--- src/rtl/qdec_pkg.sv ---
// ----------------------------------------------------------------------------
// qdec_pkg
// Shared constants and controller/datapath command types for the quadrature
// decoder.
// ----------------------------------------------------------------------------
`default_nettype none

package qdec_pkg;

  // Field widths
  localparam int unsigned DATA_W     = 32;
  localparam int unsigned PPR_W      = 16;
  localparam int unsigned APB_ADDR_W = 3;

  // Default number of edge events between period latches
  localparam int unsigned EVENTS_PER_PERIOD_DEF = 5;

  // Serial divider: one quotient bit per cycle
  localparam int unsigned DIV_STEPS = DATA_W;
  localparam int unsigned STEP_W    = $clog2(DIV_STEPS);

  // Reset values
  localparam logic [DATA_W-1:0] PERIOD_RESET  = 32'h7FFF_FFFF;
  localparam logic              X4_RESET      = 1'b1;
  localparam logic [PPR_W-1:0]  PPR_RESET     = 16'd1;

  // Channel level pairs {A,B}
  localparam logic [1:0] AB_BOTH_HIGH = 2'b11;
  localparam logic [1:0] AB_BOTH_LOW  = 2'b00;

  // Request codes
  localparam logic REQ_EDGE  = 1'b0;
  localparam logic REQ_CLEAR = 1'b1;

  // Register index (paddr[2])
  localparam logic REG_X4_MODE = 1'b0;
  localparam logic REG_PPR     = 1'b1;

  // Commands from controller to datapath
  typedef struct packed {
    logic accept;   // input transfer: update decoder state
    logic load;     // load divider with current count
    logic step;     // one divider iteration
    logic publish;  // capture result into output register
  } qdec_cmd_t;

  // Status from datapath to controller
  typedef struct packed {
    logic div_last; // current iteration is the final one
  } qdec_status_t;

endpackage

`default_nettype wire

--- src/rtl/qdec_if.sv ---
// ----------------------------------------------------------------------------
// qdec_in_if / qdec_out_if
// Valid/ready channels carrying decoder requests and results.
// ----------------------------------------------------------------------------
`default_nettype none

interface qdec_in_if;
  logic                           valid;
  logic                           ready;
  logic                           req_type;
  logic                           chan_a;
  logic                           chan_b;
  logic [qdec_pkg::DATA_W-1:0]    time_us;

  modport source (output valid, output req_type, output chan_a, output chan_b,
                  output time_us, input ready);
  modport sink   (input valid, input req_type, input chan_a, input chan_b,
                  input time_us, output ready);
endinterface

interface qdec_out_if;
  logic                               valid;
  logic                               ready;
  logic signed [qdec_pkg::DATA_W-1:0] pulse_count;
  logic signed [qdec_pkg::DATA_W-1:0] revolutions;
  logic signed [qdec_pkg::DATA_W-1:0] period_us;

  modport source (output valid, output pulse_count, output revolutions,
                  output period_us, input ready);
  modport sink   (input valid, input pulse_count, input revolutions,
                  input period_us, output ready);
endinterface

`default_nettype wire

--- src/rtl/qdec_cfg.sv ---
// ----------------------------------------------------------------------------
// qdec_cfg
// APB-style register file: decode mode and pulses per revolution.
// ----------------------------------------------------------------------------
`default_nettype none

module qdec_cfg (
  input  wire logic                              clk,
  input  wire logic                              rst_n,
  input  wire logic                              psel,
  input  wire logic                              penable,
  input  wire logic                              pwrite,
  input  wire logic [qdec_pkg::APB_ADDR_W-1:0]   paddr,
  input  wire logic [qdec_pkg::DATA_W-1:0]       pwdata,
  output logic      [qdec_pkg::DATA_W-1:0]       prdata,
  output logic                                   pready,
  output logic                                   x4_mode,
  output logic      [qdec_pkg::PPR_W-1:0]        pulses_per_rev
);

  logic                          x4_mode_r;
  logic [qdec_pkg::PPR_W-1:0]    ppr_r;
  logic                          wr_en;
  logic                          reg_sel;

  assign pready  = 1'b1;
  assign wr_en   = psel & penable & pwrite;
  assign reg_sel = paddr[2];

  // Write registers on the access phase
  always_ff @(posedge clk) begin
    if (!rst_n) begin
      x4_mode_r <= qdec_pkg::X4_RESET;
      ppr_r     <= qdec_pkg::PPR_RESET;
    end else if (wr_en) begin
      unique case (reg_sel)
        qdec_pkg::REG_X4_MODE: x4_mode_r <= pwdata[0];
        qdec_pkg::REG_PPR:     ppr_r     <= pwdata[qdec_pkg::PPR_W-1:0];
        default:               ;
      endcase
    end
  end

  // Read back
  always_comb begin
    unique case (reg_sel)
      qdec_pkg::REG_X4_MODE: prdata = {{(qdec_pkg::DATA_W-1){1'b0}}, x4_mode_r};
      qdec_pkg::REG_PPR:
        prdata = {{(qdec_pkg::DATA_W-qdec_pkg::PPR_W){1'b0}}, ppr_r};
      default:               prdata = '0;
    endcase
  end

  assign x4_mode        = x4_mode_r;
  assign pulses_per_rev = ppr_r;

endmodule

`default_nettype wire

--- src/rtl/qdec_dp.sv ---
// ----------------------------------------------------------------------------
// qdec_dp
// Datapath: quadrature state decode, period latch, serial restoring divider
// for revolutions, and the result register.
// ----------------------------------------------------------------------------
`default_nettype none

module qdec_dp #(
  parameter int unsigned EVENTS_PER_PERIOD = qdec_pkg::EVENTS_PER_PERIOD_DEF
) (
  input  wire logic                                clk,
  input  wire logic                                rst_n,
  input  wire qdec_pkg::qdec_cmd_t                 cmd,
  output qdec_pkg::qdec_status_t                   status,
  input  wire logic                                x4_mode,
  input  wire logic        [qdec_pkg::PPR_W-1:0]   pulses_per_rev,
  input  wire logic                                req_type,
  input  wire logic                                chan_a,
  input  wire logic                                chan_b,
  input  wire logic        [qdec_pkg::DATA_W-1:0]  time_us,
  output logic signed      [qdec_pkg::DATA_W-1:0]  pulse_count,
  output logic signed      [qdec_pkg::DATA_W-1:0]  revolutions,
  output logic signed      [qdec_pkg::DATA_W-1:0]  period_us
);

  localparam int unsigned DW      = qdec_pkg::DATA_W;
  localparam int unsigned PW      = qdec_pkg::PPR_W;
  localparam int unsigned TALLY_W = $clog2(EVENTS_PER_PERIOD + 1);

  // Decoder state
  logic [1:0]          prev_ab_r, prev_ab_nxt;
  logic [DW-1:0]       total_r, total_nxt;
  logic [TALLY_W-1:0]  tally_r, tally_nxt;
  logic [DW-1:0]       stamp_r, stamp_nxt;
  logic [DW-1:0]       period_r, period_nxt;

  // Divider state
  logic [DW-1:0]       quo_r, quo_nxt;
  logic [PW-1:0]       rem_r, rem_nxt;
  logic                neg_r, neg_nxt;
  logic [qdec_pkg::STEP_W-1:0] step_r, step_nxt;

  // Result register
  logic [DW-1:0]       res_count_r, res_revs_r, res_period_r;

  logic [1:0]          cur_ab;
  logic [1:0]          diff_ab;
  logic [DW-1:0]       edge_total;
  logic [TALLY_W-1:0]  tally_inc;
  logic [DW-1:0]       elapsed;
  logic [PW-1:0]       divisor;
  logic [PW:0]         shifted;
  logic [PW:0]         trial;

  assign cur_ab  = {chan_a, chan_b};
  assign diff_ab = cur_ab ^ prev_ab_r;

  // Decode one edge event into the new count
  always_comb begin
    edge_total = total_r;
    if (!x4_mode) begin
      if ((prev_ab_r == qdec_pkg::AB_BOTH_HIGH && cur_ab == qdec_pkg::AB_BOTH_LOW) ||
          (prev_ab_r == qdec_pkg::AB_BOTH_LOW && cur_ab == qdec_pkg::AB_BOTH_HIGH)) begin
        edge_total = total_r + DW'(1);
      end else begin
        edge_total = total_r - DW'(1);
      end
    end else if (diff_ab != qdec_pkg::AB_BOTH_HIGH && diff_ab != qdec_pkg::AB_BOTH_LOW) begin
      if (prev_ab_r[0] ^ cur_ab[1]) begin
        edge_total = total_r - DW'(1);
      end else begin
        edge_total = total_r + DW'(1);
      end
    end
  end

  // Next decoder state on an input transfer
  always_comb begin
    prev_ab_nxt = prev_ab_r;
    total_nxt   = total_r;
    tally_nxt   = tally_r;
    stamp_nxt   = stamp_r;
    period_nxt  = period_r;
    tally_inc   = tally_r + TALLY_W'(1);
    elapsed     = time_us - stamp_r;
    if (cmd.accept) begin
      if (req_type == qdec_pkg::REQ_CLEAR) begin
        total_nxt = '0;
      end else begin
        prev_ab_nxt = cur_ab;
        total_nxt   = edge_total;
        tally_nxt   = tally_inc;
        if (tally_inc >= TALLY_W'(EVENTS_PER_PERIOD)) begin
          tally_nxt  = '0;
          stamp_nxt  = time_us;
          period_nxt = edge_total[DW-1] ? (DW'(0) - elapsed) : elapsed;
        end
      end
    end
  end

  // Divider: one restoring step per cycle on the count magnitude
  assign divisor = (pulses_per_rev == '0) ? PW'(1) : pulses_per_rev;
  assign shifted = {rem_r, quo_r[DW-1]};
  assign trial   = shifted - {1'b0, divisor};

  always_comb begin
    quo_nxt  = quo_r;
    rem_nxt  = rem_r;
    neg_nxt  = neg_r;
    step_nxt = step_r;
    if (cmd.load) begin
      neg_nxt  = total_r[DW-1];
      quo_nxt  = total_r[DW-1] ? (DW'(0) - total_r) : total_r;
      rem_nxt  = '0;
      step_nxt = qdec_pkg::STEP_W'(qdec_pkg::DIV_STEPS - 1);
    end else if (cmd.step) begin
      if (trial[PW]) begin
        rem_nxt = shifted[PW-1:0];
        quo_nxt = {quo_r[DW-2:0], 1'b0};
      end else begin
        rem_nxt = trial[PW-1:0];
        quo_nxt = {quo_r[DW-2:0], 1'b1};
      end
      step_nxt = step_r - qdec_pkg::STEP_W'(1);
    end
  end

  assign status.div_last = (step_r == '0);

  // Hold decoder state
  always_ff @(posedge clk) begin
    if (!rst_n) begin
      prev_ab_r <= '0;
      total_r   <= '0;
      tally_r   <= '0;
      stamp_r   <= '0;
      period_r  <= qdec_pkg::PERIOD_RESET;
    end else begin
      prev_ab_r <= prev_ab_nxt;
      total_r   <= total_nxt;
      tally_r   <= tally_nxt;
      stamp_r   <= stamp_nxt;
      period_r  <= period_nxt;
    end
  end

  // Divider registers and step counter
  always_ff @(posedge clk) begin
    if (!rst_n) begin
      step_r <= '0;
    end else begin
      step_r <= step_nxt;
    end
    quo_r <= quo_nxt;
    rem_r <= rem_nxt;
    neg_r <= neg_nxt;
  end

  // Capture the result
  always_ff @(posedge clk) begin
    if (cmd.publish) begin
      res_count_r  <= total_r;
      res_revs_r   <= neg_r ? (DW'(0) - quo_r) : quo_r;
      res_period_r <= period_r;
    end
  end

  assign pulse_count = res_count_r;
  assign revolutions = res_revs_r;
  assign period_us   = res_period_r;

endmodule

`default_nettype wire

--- src/rtl/qdec_ctrl.sv ---
// ----------------------------------------------------------------------------
// qdec_ctrl
// Sequencer: takes one request, runs the divider, then hands the result to
// the output register while tracking its valid flag.
// ----------------------------------------------------------------------------
`default_nettype none

module qdec_ctrl (
  input  wire logic                     clk,
  input  wire logic                     rst_n,
  input  wire logic                     in_valid,
  output logic                          in_ready,
  output logic                          out_valid,
  input  wire logic                     out_ready,
  input  wire qdec_pkg::qdec_status_t   status,
  output qdec_pkg::qdec_cmd_t           cmd
);

  typedef enum logic [1:0] {
    ST_IDLE,
    ST_LOAD,
    ST_DIV,
    ST_HOLD
  } state_t;

  state_t state_r;
  logic   out_valid_r;
  logic   out_free;
  logic   in_xfer;

  assign in_ready = (state_r == ST_IDLE);
  assign in_xfer  = in_valid & in_ready;
  assign out_free = ~out_valid_r | out_ready;

  // Commands for the datapath
  always_comb begin
    cmd.accept  = in_xfer;
    cmd.load    = (state_r == ST_LOAD);
    cmd.step    = (state_r == ST_DIV);
    cmd.publish = (state_r == ST_HOLD) & out_free;
  end

  // Advance state and track the output register
  always_ff @(posedge clk) begin
    if (!rst_n) begin
      state_r     <= ST_IDLE;
      out_valid_r <= 1'b0;
    end else begin
      unique case (state_r)
        ST_IDLE: if (in_xfer) state_r <= ST_LOAD;
        ST_LOAD: state_r <= ST_DIV;
        ST_DIV:  if (status.div_last) state_r <= ST_HOLD;
        ST_HOLD: if (out_free) state_r <= ST_IDLE;
        default: state_r <= ST_IDLE;
      endcase
      if (cmd.publish) begin
        out_valid_r <= 1'b1;
      end else if (out_ready) begin
        out_valid_r <= 1'b0;
      end
    end
  end

  assign out_valid = out_valid_r;

endmodule

`default_nettype wire

--- src/rtl/quadrature_decoder_x2_x4.sv ---
// ----------------------------------------------------------------------------
// quadrature_decoder_x2_x4
// Sequence: after the input transfer, a load state, then the bit-serial divider
// (one quotient bit per cycle), then the result moves into the output register.
// A new request is taken only after the previous result has entered that register.
// The output register lets a new request enter while a result waits.
// Reset (synchronous, rst_n low): count, tally, stamps cleared, period 7FFFFFFF.
// ----------------------------------------------------------------------------
`default_nettype none

module quadrature_decoder_x2_x4 #(
  parameter int unsigned EVENTS_PER_PERIOD = qdec_pkg::EVENTS_PER_PERIOD_DEF
) (
  input  wire logic                              clk,
  input  wire logic                              rst_n,
  qdec_in_if.sink                                in_ch,
  qdec_out_if.source                             out_ch,
  input  wire logic                              psel,
  input  wire logic                              penable,
  input  wire logic                              pwrite,
  input  wire logic [qdec_pkg::APB_ADDR_W-1:0]   paddr,
  input  wire logic [qdec_pkg::DATA_W-1:0]       pwdata,
  output logic      [qdec_pkg::DATA_W-1:0]       prdata,
  output logic                                   pready
);

  qdec_pkg::qdec_cmd_t           cmd;
  qdec_pkg::qdec_status_t        status;
  logic                          x4_mode;
  logic [qdec_pkg::PPR_W-1:0]    pulses_per_rev;
  logic                          in_ready;
  logic                          out_valid;

  // Configuration registers
  qdec_cfg u_cfg (
    .clk            (clk),
    .rst_n          (rst_n),
    .psel           (psel),
    .penable        (penable),
    .pwrite         (pwrite),
    .paddr          (paddr),
    .pwdata         (pwdata),
    .prdata         (prdata),
    .pready         (pready),
    .x4_mode        (x4_mode),
    .pulses_per_rev (pulses_per_rev)
  );

  // Sequencer
  qdec_ctrl u_ctrl (
    .clk       (clk),
    .rst_n     (rst_n),
    .in_valid  (in_ch.valid),
    .in_ready  (in_ready),
    .out_valid (out_valid),
    .out_ready (out_ch.ready),
    .status    (status),
    .cmd       (cmd)
  );

  // Decode, period and divide
  qdec_dp #(
    .EVENTS_PER_PERIOD (EVENTS_PER_PERIOD)
  ) u_dp (
    .clk            (clk),
    .rst_n          (rst_n),
    .cmd            (cmd),
    .status         (status),
    .x4_mode        (x4_mode),
    .pulses_per_rev (pulses_per_rev),
    .req_type       (in_ch.req_type),
    .chan_a         (in_ch.chan_a),
    .chan_b         (in_ch.chan_b),
    .time_us        (in_ch.time_us),
    .pulse_count    (out_ch.pulse_count),
    .revolutions    (out_ch.revolutions),
    .period_us      (out_ch.period_us)
  );

  assign in_ch.ready  = in_ready;
  assign out_ch.valid = out_valid;

endmodule

`default_nettype wire
--- src/flat_wrapper.sv ---
// flat-port wrapper written by rule: the top's interface ports become plain ports
module quadrature_decoder_x2_x4_flat 
#(
  parameter int unsigned EVENTS_PER_PERIOD = qdec_pkg::EVENTS_PER_PERIOD_DEF
)
  (clk, rst_n, psel, penable, pwrite, paddr, pwdata, prdata, pready, in_ch_valid, in_ch_req_type, in_ch_chan_a, in_ch_chan_b, in_ch_time_us, in_ch_ready, out_ch_valid, out_ch_pulse_count, out_ch_revolutions, out_ch_period_us, out_ch_ready);
  qdec_in_if in_ch_i ();
  qdec_out_if out_ch_i ();
  input  wire logic clk;
  input  wire logic rst_n;
  input  wire logic psel;
  input  wire logic penable;
  input  wire logic pwrite;
  input  wire logic [qdec_pkg::APB_ADDR_W-1:0] paddr;
  input  wire logic [qdec_pkg::DATA_W-1:0] pwdata;
  output logic      [qdec_pkg::DATA_W-1:0] prdata;
  output logic pready;
  input wire logic [$bits(in_ch_i.valid)-1:0] in_ch_valid;
  input wire logic [$bits(in_ch_i.req_type)-1:0] in_ch_req_type;
  input wire logic [$bits(in_ch_i.chan_a)-1:0] in_ch_chan_a;
  input wire logic [$bits(in_ch_i.chan_b)-1:0] in_ch_chan_b;
  input wire logic [$bits(in_ch_i.time_us)-1:0] in_ch_time_us;
  output wire logic [$bits(in_ch_i.ready)-1:0] in_ch_ready;
  output wire logic [$bits(out_ch_i.valid)-1:0] out_ch_valid;
  output wire logic [$bits(out_ch_i.pulse_count)-1:0] out_ch_pulse_count;
  output wire logic [$bits(out_ch_i.revolutions)-1:0] out_ch_revolutions;
  output wire logic [$bits(out_ch_i.period_us)-1:0] out_ch_period_us;
  input wire logic [$bits(out_ch_i.ready)-1:0] out_ch_ready;
  assign in_ch_i.valid = in_ch_valid;
  assign in_ch_i.req_type = in_ch_req_type;
  assign in_ch_i.chan_a = in_ch_chan_a;
  assign in_ch_i.chan_b = in_ch_chan_b;
  assign in_ch_i.time_us = in_ch_time_us;
  assign in_ch_ready = in_ch_i.ready;
  assign out_ch_valid = out_ch_i.valid;
  assign out_ch_pulse_count = out_ch_i.pulse_count;
  assign out_ch_revolutions = out_ch_i.revolutions;
  assign out_ch_period_us = out_ch_i.period_us;
  assign out_ch_i.ready = out_ch_ready;
  quadrature_decoder_x2_x4 #(.EVENTS_PER_PERIOD(EVENTS_PER_PERIOD)) u_core (.clk(clk), .rst_n(rst_n), .in_ch(in_ch_i), .out_ch(out_ch_i), .psel(psel), .penable(penable), .pwrite(pwrite), .paddr(paddr), .pwdata(pwdata), .prdata(prdata), .pready(pready));
endmodule
--- config.mk ---
export PLATFORM = sky130hd
export DESIGN_NAME = quadrature_decoder_x2_x4_flat
export DESIGN_NICKNAME = d
export VERILOG_FILES = /design/src/rtl/qdec_pkg.sv /design/src/rtl/qdec_if.sv /design/src/rtl/qdec_cfg.sv /design/src/rtl/qdec_dp.sv /design/src/rtl/qdec_ctrl.sv /design/src/rtl/quadrature_decoder_x2_x4.sv /design/src/flat_wrapper.sv
export SDC_FILE = /design/constraint.sdc
export NUM_CORES = 1
export LEC_CHECK = 0
export BUFFER_PORTS_ARGS = -buffer_cell sky130_fd_sc_hd__buf_2
export CORE_ASPECT_RATIO = 1.75
export CORE_MARGIN = 3
export CORE_UTILIZATION = 63
export DETAILED_ROUTE_END_ITERATION = 10
export MAX_ROUTING_LAYER = met4
export PLACE_DENSITY = 0.86
export SLEW_MARGIN = 20
export SYNTH_ARGS = -nofsm -noshare
export SYNTH_HDL_FRONTEND = slang
export SYNTH_SLANG_ARGS = --single-unit
--- constraint.sdc ---
create_clock -name clk -period 12.2 [get_ports clk]
set_input_delay 0 -clock clk [delete_from_list [all_inputs] [get_ports clk]]
set_output_delay 0 -clock clk [all_outputs]
set_load 0.01 [all_outputs]
Yosys cells after proc, flatten, opt, wreduce, memory -nomap -nowiden
Cells that the tools add are included.
{"block": "word_totals", "wordCells": 88, "in_bits": 77, "register_bits": 271, "out_inout_bits": 131}
{"block": "classes", "eq_ne": 10, "bitwise_logic": 10, "reduce_logical": 18, "magnitude_cmp": 1, "addsub": 9, "muxes": 23}
{"op": "$mux W32", "count": 10}
{"op": "$sub A1 B32 Y32 const A", "count": 3}
{"op": "$pmux W32 S2", "count": 1}
{"op": "$add A32 B1 Y32 const B", "count": 1}
{"op": "$mux W16", "count": 2}
{"op": "$sub A32 B1 Y32 const B", "count": 1}
{"op": "$sub A32 B32 Y32", "count": 1}
{"op": "$sub A17 B16 Y17", "count": 1}
{"op": "$logic_not A16 Y1", "count": 1}
{"op": "$mux W5", "count": 2}
{"op": "$eq A2 B2 Y1 const B", "count": 4}
{"op": "$pmux W2 S4", "count": 1}
{"op": "$reduce_and A2 Y1", "count": 4}
{"op": "$logic_not A2 Y1", "count": 3}
{"op": "$mux W2", "count": 3}
{"op": "$ne A2 B2 Y1 const B", "count": 3}
{"op": "$reduce_and A3 Y1", "count": 2}
{"op": "$reduce_bool A2 Y1", "count": 3}
{"op": "$logic_not A5 Y1", "count": 1}
{"op": "$sub A5 B1 Y5 const B", "count": 1}
{"op": "$and A1 B1 Y1", "count": 4}
{"op": "$add A3 B1 Y3 const B", "count": 1}
{"op": "$ge A3 B3 Y1 const B", "count": 1}
{"op": "$logic_and A1 B1 Y1", "count": 3}
{"op": "other kinds (10)", "count": 14}

Longest topological paths before layout
Gate-level depths: netlist of the first run.
{"block": "depth", "depth_word": 6, "ltp_mapped": 16}

By module
A second synthesis of the first run with hierarchy kept.
{"block": "hier_totals", "cells_unflattened": 1811, "area_unflattened_um2": 16006.6}
{"mod": "qdec_dp", "instances": 1, "seq_area_each_um2": 6316.1, "cells_each": 1678, "area_each_um2": 14845.5}
{"mod": "qdec_cfg", "instances": 1, "seq_area_each_um2": 340.3, "cells_each": 110, "area_each_um2": 952.2}
{"mod": "qdec_ctrl", "instances": 1, "seq_area_each_um2": 60.1, "cells_each": 23, "area_each_um2": 209.0}

Worst setup path before layout of the first run
OpenSTA, ideal clock, no wires.
{"block": "synth_timing", "path_type": "reg-to-reg", "from": "register u_core.u_ctrl.state_r[0]", "to": "register u_core.u_dp.res_period_r[0] (netlist: u_core.u_dp.period_us[0]) (enable)", "arrival_time_ps": 4799, "required_time_ps": 11637, "slack_ps": 6838, "setup_ps": 563, "path_stages_with_launch": 3, "path_buffers": 0, "synth_period_minus_slack_ps": 5362, "cell_sequence": "dfxtp_1 ha_1 nor2b_1"}
{"item": "start, declared", "line": "qdec_ctrl.sv:26", "source": "state_t state_r;"}
{"item": "start signal, assigned", "line": "qdec_ctrl.sv:46", "source": "state_r <= ST_IDLE;"}
{"item": "start signal, assigned", "line": "qdec_ctrl.sv:50", "source": "ST_IDLE: if (in_xfer) state_r <= ST_LOAD;"}
{"item": "start signal, assigned", "line": "qdec_ctrl.sv:51", "source": "ST_LOAD: state_r <= ST_DIV;"}
{"item": "end signal, assigned", "line": "qdec_dp.sv:165", "source": "res_period_r <= period_r;"}
{"item": "end, declared", "line": "qdec_dp.sv:44", "source": "logic [DW-1:0] res_count_r, res_revs_r, res_period_r;"}

Worst setup path in the final report of the first run
{"block": "layout_timing", "from": "register u_core.u_cfg.ppr_r (netlist bit u_core.u_cfg.pulses_per_rev[14])", "to": "register u_core.u_dp.rem_r[0]"}
{"block": "layout_via", "elab_chain_len": 4}
{"item": "start, declared", "line": "qdec_cfg.sv:22", "source": "logic [qdec_pkg::PPR_W-1:0] ppr_r;"}
{"item": "start signal, assigned", "line": "qdec_cfg.sv:34", "source": "ppr_r <= qdec_pkg::PPR_RESET;"}
{"item": "start signal, assigned", "line": "qdec_cfg.sv:38", "source": "qdec_pkg::REG_PPR: ppr_r <= pwdata[qdec_pkg::PPR_W-1:0];"}
{"item": "$logic_not A16 Y1", "line": "qdec_dp.sv:103", "source": "assign divisor = (pulses_per_rev == '0) ? PW'(1) : pulses_per_rev;"}
{"item": "$mux W16 *", "line": "qdec_dp.sv:103"}
{"item": "$sub A17 B16 Y17 *", "line": "qdec_dp.sv:105", "source": "assign trial = shifted - {1'b0, divisor};"}
{"item": "$mux W16 *", "line": "qdec_dp.sv:118", "source": "if (trial[PW]) begin"}
{"item": "end signal, assigned", "line": "qdec_dp.sv:156", "source": "rem_r <= rem_nxt;"}
{"item": "end, declared", "line": "qdec_dp.sv:39", "source": "logic [PW-1:0] rem_r, rem_nxt;"}
Mark *: on every way between the ends. The rest lies on a longest branch, timed or not.
A chain may end at the register's enable or synchronous reset.

==> results of run 1 <==
worst max path at each step:
stage / start / endpoint / slack [ns] / cells after the start
floorplan: u_core.u_ctrl.state_r[0] / u_core.u_dp.period_us[0] / 6.84 / 2
global placement: u_core.u_cfg.pulses_per_rev[1] / u_core.u_dp.rem_r[1] / 7.58 / 15
detailed placement: u_core.u_cfg.pulses_per_rev[13] / u_core.u_dp.rem_r[0] / 7.77 / 15
CTS: u_core.u_cfg.pulses_per_rev[13] / u_core.u_dp.rem_r[0] / 7.73 / 15
global route: u_core.u_cfg.pulses_per_rev[1] / u_core.u_dp.rem_r[0] / 7.40 / 15
finish: u_core.u_cfg.pulses_per_rev[14] / u_core.u_dp.rem_r[0] / 7.72 / 15
power by group through the flow:
stage / Sequential, uW / Combinational (uW) / Clock [uW]
final: 1320 / 1330 / 767
after global routing: 1330 / 1480 / 814
after CTS: 1310 / 1320 / 778
after detailed placement: 1330 / 1290 / 0
after global placement: 1320 / 1230 / 0
after floorplan: 1290 / 1040 / 0
per-layer routing:
metal  share of wire (%)  global-route usage, %  wire (um)  vias to the layer above
li1                    -                      -          -                     6745
met1                  35                   31.0      14100                     6492
met2                  54                   55.7      21800                      581
met3                 6.0                   3.62       2440                      185
met4                 5.6                   16.5       2260                        0
met5                   0                      -          0                        -
state kept, by name, indices dropped and copies added (netlist names), 32 cells and up:
signal / flops
u_core.u_dp.period_r: 32
u_core.u_dp.total_r: 32
u_core.u_dp.stamp_r: 32
u_core.u_dp.quo_r: 32
u_core.u_dp.pulse_count: 32
u_core.u_dp.period_us: 32
u_core.u_dp.revolutions: 32
layout make-up:
| cell class | instances | area share (%) |
|---|---|---|
| Antenna cell | 2 | 0.0277 |
| Multi-Input combinational cell | 1350 | 45.7 |
| Clock inverter | 13 | 0.450 |
| Sequential cell | 271 | 37.2 |
| Timing Repair Buffer | 247 | 8.77 |
| Inverter | 85 | 1.76 |
| Tap cell | 312 | 2.16 |
| Clock buffer | 32 | 3.95 |
through the flow:
stage | power, uW | cells | setup slack, ns
after detailed placement | 2620 | 2202 | 7.77
after floorplan | 2330 | 1835 | 6.84
after global placement | 2550 | 2202 | 7.58
final | 3410 | 2312 | 7.72
after global routing | 3630 | 2312 | 7.40
after CTS | 3410 | 2310 | 7.73
cell usage after synthesis, types with 9 or more instances:
master / count / share of area, %
buf_4: 20 / 0.95
clkbuf_1: 95 / 2.3
buf_2: 9 / 0.29
edfxtp_1: 129 / 25
mux2i_1: 18 / 1.1
a21o_1: 18 / 0.86
nand3_1: 40 / 1.3
ha_1: 59 / 4.7
o21ai_0: 78 / 2.5
nand4_1: 16 / 0.63
or4_1: 9 / 0.43
and4_1: 9 / 0.50
o31ai_1: 26 / 1.2
and3_1: 9 / 0.36
a31oi_1: 11 / 0.44
inv_1: 84 / 2.0
a21oi_1: 178 / 5.6
nand2_1: 260 / 6.2
nor3_1: 45 / 1.4
nand2b_1: 15 / 0.59
nor2_1: 159 / 3.8
nor2b_1: 10 / 0.40
nor4_1: 12 / 0.48
dfxtp_1: 142 / 18
xor2_1: 56 / 3.1
a22oi_1: 9 / 0.43
xnor2_1: 84 / 4.7
a211oi_1: 24 / 1.1
o211ai_1: 33 / 1.6
or3_1: 34 / 1.3
cells by family after synthesis:
kind of cell,after synthesis
AND/OR/NAND/NOR,654
XOR/XNOR,141
other,2
flip-flops,271
adder cells (fa/ha/maj),61
AO/OA/AOI/OAI,454
buffers and inverters,214
multiplexers,23
worst reg2reg max path, stage by stage, from the launching register on:
cell	delay (ns)
dfxtp_1	0.38
nor4_1	0.08
a41o_1	0.22
ha_1	0.21
fa_1	0.42
nand2b_1	0.17
a21boi_0	0.22
o21ai_0	0.17
a2111oi_0	0.61
nor2_1	0.13
a21oi_1	0.32
a211o_1	0.19
a21oi_1	0.14
xnor2_4	0.62
mux2_2	0.41
o22ai_1	0.13
repair_timing:
item	in CTS	in global routing
buffers inserted	0	0
hold endpoints to repair	77	0
hold buffers	63	0
==> metrics.md, run 1 <==
| Metric | Value |
|---|---|
| NumNets Final | `2118` |
| Grt ovf | `0` |
| Synth Area in XOR/XNOR | `7.87%` |
| Hold Crit Depth | `5` |
| Critical Path Sink Type | `flip-flop` |
| Mux cell area share after synthesis | `between 1.5 and 2%` |
| Register area | `roughly 0.0067 mm^2` |
| Clk_lat worst skew | `between 0.5 and 0.6 ns` |
| CORE AREA | `roughly 0.025 mm^2` |
| Per-cell routed wire length | `17.6 um` |
| DP HPWL | `around 27 mm` |
| CP max FO | `17` |
| Final Hold Viols | `0` |
| Die Wd | `126 um` |
| RD Place Congestion | `0.912` |
| Min-delay worst type | `in2reg` |
| Reg power frac | `38.6%` |
| FF+latch count, synth | `around 270` |
| Worst Reg-to-Reg Cells | `15` |
| Critical path arrival | `around 4.9 ns` |
| Power Internal | `2130 uW` |
| Leak pwr | `between 0.006 and 0.007 uW` |
| CP required | `12.66 ns` |
| Final Instance Area | `0.0181 mm^2` |
| Clk pwr share | `22.5%` |
| Clock transition at path regs | `0.07 ns` |
| Critical path's largest stage delay | `~0.6 ns` |
| PortBufs | `172` |
| Post-synthesis adder-cell area fraction | `4.93%` |
| VDD IR max | `roughly 0.12 mV` |
| Worst path top cell family by delay | `compound AO/OA/AOI/OAI gates` |
| First-pass GRT wire length | `between 60 and 70 mm` |
| Worst Hold Slack | `0.159 ns` |
| Die Footprint | `between 0.02 and 0.03 mm^2` |
| Maxcap violations | `0` |
| Number of global-route vias before repair | `approximately 14000` |
| Reg-to-reg startpoint | `u_core.u_cfg.pulses_per_rev[14]` |
| Net Sw Frac | `a little under two fifths` |
| Worst Tran Pin Value | `1.11 ns` |
| Reg2Reg Setup Slack | `about 7.7 ns` |
| Cell Area, Placed | `0.0166 mm^2` |
| CTS Buffer Depth | `3` |
| H-tree depth | `1` |
| DRC | `0` |
| Setup TNS | `0 ns` |
| Synth Area in Simple Gates | `19.2%` |
| Critical Path Source Type | `flip-flop` |
| Unrepaired setup endpoints after global routing | `no` |
| Resize count post-CTS | `0` |
| Critical Path, Cell by Cell | `nor4_1 > a41o_1 > ha_1 > fa_1 > nand2b_1 > a21boi_0 > o21ai_0 > a2111oi_0 > nor2_1 > a21oi_1 > a211o_1 > a21oi_1 > xnor2_4 > mux2_2 > o22ai_1` |
| Area of the multi-input gates | `0.00827 mm^2` |
| DRT Wirelength | `just over 40 mm` |
| FMAX | `0.223 GHz` |
| Mapped Avg Cell Area | `8.68 um^2` |
| Final core utilization | `~73%` |
| CTS sink count | `271` |
| CP bufs+invs | `0` |
| Final antenna-violating net count | `0` |
| Std cell rows | `76` |
| Vias per cell | `6.06` |
| Slew margin rel. | `a little over a quarter` |
| WHS Endpoint | `u_core.u_cfg.pulses_per_rev[13]` |
| Post-synth EDFFs | `about 130` |
| GR Util All Layers | `just over 30%` |
| Largest family of logic cells by synthesized area | `simple AND/OR/NAND/NOR gates` |
| TritonRoute pass-1 iters | `5` |
| Post-synth top flop | `dfxtp_1` |
| Clock buffer count from CTS | `25` |
| Post-Syn Area | `0.0158 mm^2` |
| Psw | `1280 uW` |
| Die Ht | `approximately 220 um` |
| Min-delay src | `pwrite` |
| Vias after detailed routing | `about 14000` |
| Combinational share of power | `39.0%` |
| Initial Utilization | `64.1%` |
| Worst R2R End | `u_core.u_dp.rem_r[0]` |
| Yosys Warn Count | `0` |
| Most common cell after layout, fill and taps aside | `nand2_1` |
| Synth unique cells | `82` |
| Fill cells | `1782` |
| Initial antenna violation count | `2` |
| Clock Skew | `0.0159 ns` |
| Final setup fails | `0` |
| Commonest non-fill, non-tap cells in the layout | `nand2_1, a21oi_1, buf_2` |
| CTS tree | `done` |
| Post-Synthesis Cells | `1820` |
| Largest net degree at the start of global routing | `91` |
| Post-synth ARST share | `0%` |
| Fin crit share | `36.8%` |
| Critical-path top delay cell | `a2111oi_0` |
| Slew Viols, Final | `0` |
| Clock Tree Root | `clkbuf_16` |
| First DRT Iteration DRCs | `864` |
| Post-route minimum period | `4.48 ns` |
| Layout cells sized above 1 | `13.0%` |
| Area growth syn-to-layout | `14.5%` |
| Status | `complete, no violations` |
| Sequential fraction of the synthesis area | `42.5%` |
| IO Pins | `208` |
| CP most frequent cell | `a21oi_1` |
| Critical setup path kind | `reg2reg` |
| Pwr dens | `189 mW/mm^2` |
| Compound-Gate Fraction of Synth Area | `18.1%` |
Power figures use the tool's default switching activity.
==> inputs of run 2 (changes only) <==
CORE_UTILIZATION = 59   (was 63)
PLACE_DENSITY = 0.81   (was 0.86)
clock period = 4.7 ns   (was 12.2 ns; I/O delays follow)
==> run 2 against run 1 <==
Effect of this change:
- maximum frequency is 7.4% higher
- flip-flop and latch count stayed put
- cell area is 0.80% higher
- sequential power grew to 2.6 times the previous value
- clock skew is 0.0048 ns lower
- first-iteration DRC count is 22% lower
- critical path type unchanged
- critical endpoint is now u_core.u_dp.rem_r[1]
- largest power group unchanged
==> metrics.md, run 2 (synthesis gave the netlist of run 1 again) <==
| Metric | Value |
|---|---|
| CP required | `roughly 5.2 ns` |
| Final worst slack | `approximately 0.52 ns` |
| Slew margin rel. | `roughly 28%` |
| CP most frequent cell | `a21oi_1` |
| Critical path arrival | `4.64 ns` |
| Critical Path Source Type | `flip-flop` |
| Vias per cell | `5.91` |
| Worst path top cell family by delay | `compound AO/OA/AOI/OAI gates` |
| Clk_lat worst skew | `0.55 ns` |
| IO Pins | `around 210` |
| Vias after detailed routing | `~14000` |
| Critical-path top delay cell | `a2111oi_0` |
| Post-place setup slack | `~0.59 ns` |
| Register area | `0.00672 mm^2` |
| CTS sink count | `271` |
| Worst R2R End | `u_core.u_dp.rem_r[1]` |
| Pwr dens | `494 mW/mm^2` |
| Final antenna-violating net count | `0` |
| DRC | `0` |
| Per-cell routed wire length | `between 15 and 20 um` |
| Clock Tree Root | `clkbuf_16` |
| Resize count post-CTS | `0` |
| Layout Cells excl Fill | `~2300` |
| Status | `complete, no violations` |
| Clock Skew | `0.0112 ns` |
| Setup TNS | `0 ns` |
| Min-delay src | `penable` |
| Worst Tran Pin Value | `roughly 1.1 ns` |
| DP HPWL | `between 20 and 30 mm` |
| Post-route minimum period | `4.18 ns` |
| GR Util All Layers | `roughly 28%` |
| CORE AREA | `0.0262 mm^2` |
| WHS Endpoint | `u_core.u_cfg.pulses_per_rev[8]` |
| RD Place Congestion | `0.907` |
| DRT Wirelength | `39.6 mm` |
| Min-delay worst type | `in2reg` |
| Most common cell after layout, fill and taps aside | `nand2_1` |
| Initial antenna violation count | `0` |
| CP bufs+invs | `1` |
| Leak pwr | `roughly 0.0068 uW` |
| Commonest non-fill, non-tap cells in the layout | `nand2_1, a21oi_1, buf_2` |
| CTS Buffer Depth | `3` |
| Area growth syn-to-layout | `15.4%` |
| Unrepaired setup endpoints after global routing | `no` |
| FMAX | `0.239 GHz` |
| Maxcap violations | `0` |
| NumNets Final | `~2100` |
| First DRT Iteration DRCs | `674` |
| Critical Path Sink Type | `flip-flop` |
| TritonRoute pass-1 iters | `5` |
| First-pass GRT wire length | `64.1 mm` |
| Critical path's largest stage delay | `0.64 ns` |
| Final Hold Viols | `0` |
| Final setup fails | `0` |
| Critical setup path kind | `reg2reg` |
| CTS tree | `done` |
| Fill cells | `between 2000 and 2500` |
| Grt ovf | `0` |
| Std cell rows | `78` |
| Hold Crit Depth | `5` |
| Layout cells sized above 1 | `13.5%` |
| Initial Utilization | `60.4%` |
| Clock transition at path regs | `roughly 0.07 ns` |
| Placed insts | `2219` |
| H-tree depth | `1` |
| # hold bufs at CTS | `62` |
| CP max FO | `9` |
| Worst Reg-to-Reg Cells | `16` |
| VDD IR max | `around 0.31 mV` |
| Reg-to-reg startpoint | `u_core.u_cfg.pulses_per_rev[14]` |
| Fin crit share | `slightly below 90%` |
| Number of global-route vias before repair | `13503` |
| Reg2Reg Setup Slack | `roughly 0.52 ns` |
| PortBufs | `172` |
| Die Footprint | `0.0288 mm^2` |
| Area of the multi-input gates | `0.00825 mm^2` |
| Clock buffer count from CTS | `26` |
| Slew Viols, Final | `0` |
| Die Ht | `222 um` |
| Largest net degree at the start of global routing | `between 90 and 100` |
| Die Wd | `130 um` |
| Critical Path, Cell by Cell | `nor4_1 > a41o_1 > ha_1 > fa_1 > nand2b_1 > a21boi_0 > o21ai_0 > a2111oi_0 > nor2_1 > a21oi_1 > a211o_1 > a21oi_1 > xnor2_2 > buf_4 > mux2_2 > o22ai_1` |
| Buffer count from post-CTS setup fixing | `0` |
[run 2: cell type report]
type                       instances  area share (%)
clock inverter                    19            1.07
antenna                            1          0.0137
multi-input combinational       1350            45.3
tap                              320            2.20
inverter                          85            1.75
clock buffer                      29            3.75
sequential                       271            36.9
timing repair buffer             255            9.06
[run 2: worst max path at each step]
stage | from | to | cells after the start
2_1_floorplan | u_core.u_cfg.pulses_per_rev[11] | u_core.u_dp.rem_r[10] | 16
5_1_grt | u_core.u_cfg.pulses_per_rev[1] | u_core.u_dp.rem_r[0] | 16
6_report | u_core.u_cfg.pulses_per_rev[14] | u_core.u_dp.rem_r[1] | 16
3_5_place_dp | u_core.u_cfg.pulses_per_rev[11] | u_core.u_dp.rem_r[1] | 16
4_1_cts | u_core.u_cfg.pulses_per_rev[8] | u_core.u_dp.rem_r[1] | 16
3_3_place_gp | u_core.u_cfg.pulses_per_rev[1] | u_core.u_dp.rem_r[0] | 16
[run 2: stage by stage]
stage / instance area, um^2 / hold slack, ns / util (%) / total power [uW]
after floorplan: 15800 / 0.124 / - / 6040
after global placement: 16700 / 0.230 / 63.9 / 6660
after detailed placement: 16700 / 0.241 / 63.9 / 6780
after CTS: 18200 / 0.0389 / 69.7 / 9010
after global routing: 18200 / 0.138 / 69.7 / 9570
final: 18200 / 0.0989 / 69.7 / 8990
[run 2: per-layer routing]
metal / GRT usage (%) / vias up / routed length, um
met1: 28.3 / 6377 / 14300
met4: 14.2 / 0 / 2010
met5: - / - / 0
met2: 50.9 / 472 / 21500
li1: - / 6765 / -
met3: 3.18 / 145 / 1900
[run 2: worst min-delay path, stage by stage]
cell	delay (ns)
buf_2	0.11
nand3_1	0.11
nor2_1	0.20
nand2_1	0.13
a21oi_1	0.05
[run 2: where the power goes]
group          switching [uW]  internal [uW]  leakage [uW]
Clock                     938           1230      0.000427
Sequential                361           3040       0.00226
Combinational            2000           1430       0.00416
Total                    3300           5700       0.00684
